--- src/rtl/cau_pkg.sv ---
`default_nettype none
package cau_pkg;

   // width of every operand and result port
   localparam int unsigned PORT_WIDTH = 32;

   typedef enum logic [1:0] {
      CMD_ADD = 2'd0,
      CMD_SUB = 2'd1,
      CMD_MUL = 2'd2,
      CMD_DIV = 2'd3
   } cmd_type;

   // control that travels with each item along the divider chain
   typedef struct packed {
      logic valid;
      logic is_div;
      logic neg_re;
      logic neg_im;
      logic big_re;
      logic big_im;
      logic ovf;
      logic dz;
   } ctrl_type;

endpackage
`default_nettype wire

--- src/rtl/cau_div_cell.sv ---
`default_nettype none
module cau_div_cell #(
   parameter int DW    = 32,
   parameter int RW    = 113,
   parameter int SHIFT = 0
) (
   input  wire logic               clock,
   input  wire logic               reset,
   input  wire logic               advance,
   input  wire cau_pkg::ctrl_type  ctrl_in,
   input  wire logic [2*DW-1:0]    den_in,
   input  wire logic [RW-1:0]      rem_re_in,
   input  wire logic [RW-1:0]      rem_im_in,
   input  wire logic [DW-1:0]      q_re_in,
   input  wire logic [DW-1:0]      q_im_in,
   output cau_pkg::ctrl_type       ctrl_out,
   output logic [2*DW-1:0]         den_out,
   output logic [RW-1:0]           rem_re_out,
   output logic [RW-1:0]           rem_im_out,
   output logic [DW-1:0]           q_re_out,
   output logic [DW-1:0]           q_im_out
);
   import cau_pkg::*;

   ctrl_type          ctrl_ff;
   logic [2*DW-1:0]   den_ff;
   logic [RW-1:0]     rem_re_ff, rem_im_ff, rem_re_nxt_in, rem_im_nxt_in;
   logic [DW-1:0]     q_re_ff, q_im_ff, q_re_nxt_in, q_im_nxt_in;
   logic [RW-1:0]     dsh;
   logic [DW-1:0]     qbit;

   // try one shifted divisor on both parts
   always_comb begin
      dsh           = RW'(den_in) << SHIFT;
      qbit          = DW'(1) << SHIFT;
      rem_re_nxt_in = rem_re_in;
      rem_im_nxt_in = rem_im_in;
      q_re_nxt_in   = q_re_in;
      q_im_nxt_in   = q_im_in;
      if (ctrl_in.is_div) begin
         if (rem_re_in >= dsh) begin
            rem_re_nxt_in = rem_re_in - dsh;
            q_re_nxt_in   = q_re_in | qbit;
         end
         if (rem_im_in >= dsh) begin
            rem_im_nxt_in = rem_im_in - dsh;
            q_im_nxt_in   = q_im_in | qbit;
         end
      end
   end

   // advance the item to the next cell
   always_ff @(posedge clock) begin
      if (reset) begin
         ctrl_ff <= '0;
      end else if (advance) begin
         ctrl_ff <= ctrl_in;
      end
      if (advance) begin
         den_ff    <= den_in;
         rem_re_ff <= rem_re_nxt_in;
         rem_im_ff <= rem_im_nxt_in;
         q_re_ff   <= q_re_nxt_in;
         q_im_ff   <= q_im_nxt_in;
      end
   end

   assign ctrl_out   = ctrl_ff;
   assign den_out    = den_ff;
   assign rem_re_out = rem_re_ff;
   assign rem_im_out = rem_im_ff;
   assign q_re_out   = q_re_ff;
   assign q_im_out   = q_im_ff;

endmodule
`default_nettype wire

--- config.mk ---
export PLATFORM = sky130hd
export DESIGN_NAME = cau_div_cell
export DESIGN_NICKNAME = d
export VERILOG_FILES = /design/src/rtl/cau_pkg.sv /design/src/rtl/cau_div_cell.sv
export SDC_FILE = /design/constraint.sdc
export NUM_CORES = 1
export LEC_CHECK = 0
export BUFFER_PORTS_ARGS = -buffer_cell sky130_fd_sc_hd__buf_2
export CAP_MARGIN = 20
export CORE_AREA = 2 2 285 287
export DETAILED_ROUTE_END_ITERATION = 10
export DIE_AREA = 0 0 287 289
export PLACE_DENSITY = 0.61
export SLEW_MARGIN = 20
export SYNTH_ARGS = -nofsm -noshare
export SYNTH_HDL_FRONTEND = slang
export SYNTH_SLANG_ARGS = --single-unit
--- constraint.sdc ---
create_clock -name clock -period 4.6 [get_ports clock]
set_input_delay 0.46 -clock clock [delete_from_list [all_inputs] [get_ports clock]]
set_output_delay 0.46 -clock clock [all_outputs]
set_load 0.005 [all_outputs]
==> summary.md <==
| Metric | Value |
|---|---|
| Residual DRC | `0` |
| P_int | `slightly above 0.007 W` |
| Worst-margin pin slew | `1012 ps` |
| Final net count | `3691` |
| Hold-fix buffers, CTS | `0` |
| Fmax | `around 0.26 GHz` |
| Seq pwr share | `0.394` |
| Startpoint types | `input pin` |
| Setup repair bufs after CTS | `0` |
| First-pass GRT wire length | `approximately 140 mm` |
| Detailed Place HPWL | `around 84 mm` |
| HP Start | `q_im_in[29]` |
| Reg area | `10790 um^2` |
| Number of synthesized flops with an enable pin | `between 300 and 400` |
| DRT antenna net count | `0` |
| Gpl congestion | `a little under 1` |
| CTS resizes | `0` |
| Worst setup EP type | `register` |
| Critical path origin | `den_in[62]` |
| R2r worst-path depth | `2` |
| #FFs+latches synth | `362` |
| Fillers | `~8.1k` |
| CTS H-tree lvls | `2` |
| Mapped Area | `between 20000 and 25000 um^2` |
| R2r setup slk | `~4000 ps` |
| Sw frac | `0.3018` |
| Outcome | `finished clean` |
| FFs w/ async S/R, synth | `0` |
| VDD IR max | `0.0002838 V` |
| Share of layout cells above drive strength 1 | `0.2903` |
| Die area | `between 80000 and 90000 um^2` |
| Crit path kind | `input pin to register` |
| Die span in y | `a little under 300 um` |
| CTS Buf Count | `46` |
| Clock slew at reported path FFs | `around 60 ps` |
| Clk_lat worst skew | `560 ps` |
| CORE AREA | `79900 um^2` |
| Max Slew Vio Count | `0` |
| Clock power share | `0.370` |
| Most frequent cells in the layout | `725 x buf_2, 354 x edfxtp_1, 292 x nand2_1, 217 x o21ai_0, 183 x a21oi_1` |
| TritonCTS clock tree | `done` |
| Final Critical Period | `3821 ps` |
| Synth Flop Type | `edfxtp_1` |
| PD cells | `341.4 nW/um^2` |
| CP arrival | `4120 ps` |
| Die width | `around 290 um` |
| Static Leak | `12.66 nW` |
| P_sw | `roughly 0.0031 W` |
| Hold path depth | `1` |
| Remaining Overflow, GRT | `0` |
| Critical R2R Capture | `ctrl_out[5]` |
| IO Pins | `a little over 700` |
| Final core utilization | `0.3815` |
| Starting DRT DRC Count | `~1.8k` |
| Hold EP | `q_im_out[29]` |
| Initial Utilization | `0.2958` |
| Root buf cell | `clkbuf_16` |
| Setup violators final | `0` |
| Detailed Routing Iterations Pass 1 | `7` |
| Sink Count | `362` |
| Pin count of the biggest net entering global routing | `104` |
| DRT Wirelength | `101.5 mm` |
| Seq/Total Area, Yosys | `0.4565` |
| Vias in the first global route | `between 20k and 25k` |
| Syn-to-layout area delta | `28.97%` |
| Worst path required time | `4900 ps` |
| Comb pwr share | `0.236` |
| Core Rows | `104` |
| Routed len/inst | `23.61 um` |
| PortBufs | `~730` |
| Mean area per synthesized cell | `approximately 9.7 um^2` |
| Final period utilization | `0.8306` |
| Total track usage | `0.2320` |
| RSZ-0062 raised after global routing | `no` |
| Syn_nets | `between 2k and 3k` |
| Synth cell types | `87` |
| Initial antenna violation count | `16` |
| Vias | `between 20k and 25k` |
| MaxCap Viol Count | `0` |
| Multi-input gate area | `~12000 um^2` |
| Top fanout value on the critical path | `around 100` |
| Total Neg Setup Slack | `0 ps` |
| Worst relative slew slack | `0.3077` |
| Worst hold path type | `input pin to register` |
| Worst Skew | `0 ps` |
| Post-Syn Instances | `between 2k and 2.5k` |
| Reg2Reg Launch Point | `ctrl_out[5]` |
| Final hold viol count | `0` |
| Maximum root-to-sink buffer count | `3` |
| YS warnings | `0` |
| Vias per cell | `roughly 5.3` |
| Leading cell type in the layout, fill and taps excluded | `buf_2` |
how the worst max path moves through the flow:
stage / end / slack, ps / cells past startpoint
floorplan: rem_im_out[82] / 820 / 15
detailed placement: rem_im_out[82] / 210 / 15
global placement: rem_im_out[82] / 250 / 16
global route: rem_im_out[73] / 580 / 14
CTS: rem_im_out[82] / 810 / 15
finish: rem_re_out[1] / 780 / 12
cells in the mapped netlist (8+ instances only):
cell / instances / area [um^2]
a21boi_0: 11 / 82.58
a21oi_1: 183 / 915.9
nand3b_1: 11 / 82.58
o21a_1: 19 / 142.6
xor2_1: 105 / 919.6
o211ai_1: 10 / 75.07
nor3_1: 66 / 330.3
or2_2: 9 / 56.30
nand3_1: 51 / 255.2
o31ai_1: 14 / 105.1
edfxtp_1: 354 / 10630
dfxtp_1: 8 / 160.2
xnor2_1: 110 / 963.4
nand4_1: 79 / 494.2
a21o_1: 74 / 555.5
nand2b_1: 22 / 137.6
nor4_1: 43 / 269.0
mux2i_1: 8 / 80.08
and4_1: 9 / 78.83
clkbuf_1: 70 / 262.8
buf_4: 8 / 60.06
inv_1: 101 / 379.1
or3_1: 17 / 106.4
and2_1: 8 / 50.05
nand2_1: 292 / 1096
a31oi_1: 19 / 118.9
or4_1: 18 / 135.1
nor2b_1: 9 / 56.30
a211oi_1: 9 / 67.56
o21ai_0: 217 / 1086
o21bai_1: 35 / 262.8
nor2_1: 181 / 679.4
ha_1: 128 / 1602
buf_2: 27 / 135.1
per-stage QoR:
stage / setup slack (ps) / std cells / power (W) / instance area (um^2) / hold WS [ps]
floorplan: 823.7 / 2441 / 0.005381 / 23640 / 485.3
global placement: 254.9 / 4208 / 0.006599 / 28880 / 467.4
detailed placement: 209.3 / 4208 / 0.006594 / 28880 / 480.0
CTS: 813.0 / 4291 / 0.01049 / 30460 / 17.64
global route: 580.6 / 4295 / 0.01086 / 30470 / 19.20
finish: 779.5 / 4300 / 0.01041 / 30480 / 56.72
cells by family after synthesis:
kind of cell / count (synthesis) / share of synthesized area
buf+inv: 207 / 0.03557
xor+xnor: 217 / 0.08105
compound gates: 656 / 0.1708
mux: 15 / 0.006723
simple gates: 854 / 0.1799
fa+ha+maj: 130 / 0.06945
flops: 362 / 0.4565
area by class of cell:
class / count / area share
Inverter: 101 / 0.01244
Multi-Input combinational cell: 1872 / 0.3944
Tap cell: 1060 / 0.04351
Timing Repair Buffer: 813 / 0.1430
Clock buffer: 51 / 0.03908
Clock inverter: 32 / 0.01289
Antenna cell: 9 / 0.0007388
Sequential cell: 362 / 0.3540
metal layers:
metal	global-route usage	wire length, um
met5	0	57
met4	0.06107	2779
met3	0.03535	6510
met2	0.3990	49560
met1	0.3035	42610
worst max-delay path: stages:
cell and delay [ps]:
buf_2 110, inv_1 190, ha_1 380, a21o_1 220
a211oi_1 560, a21boi_0 440, o2111ai_1 190, a21o_1 220
o31ai_4 270, buf_4 250, buf_12 290, mux2_2 400
power groups by stage:
stage	Combinational (W)	Sequential, W	Clock, W
floorplan	0.00119	0.00419	0
global placement	0.00243	0.00417	0
detailed placement	0.00242	0.00417	0
CTS	0.00244	0.00411	0.00394
global route	0.00266	0.00413	0.00407
finish	0.00245	0.00410	0.00385
sequential cells by signal (all words and copies together) (netlist names):
register    flops
rem_re_out    113
q_re_out       32
q_im_out       32
den_out        64
rem_im_out    113
ctrl_out        8
Power figures use the tool's default switching activity.
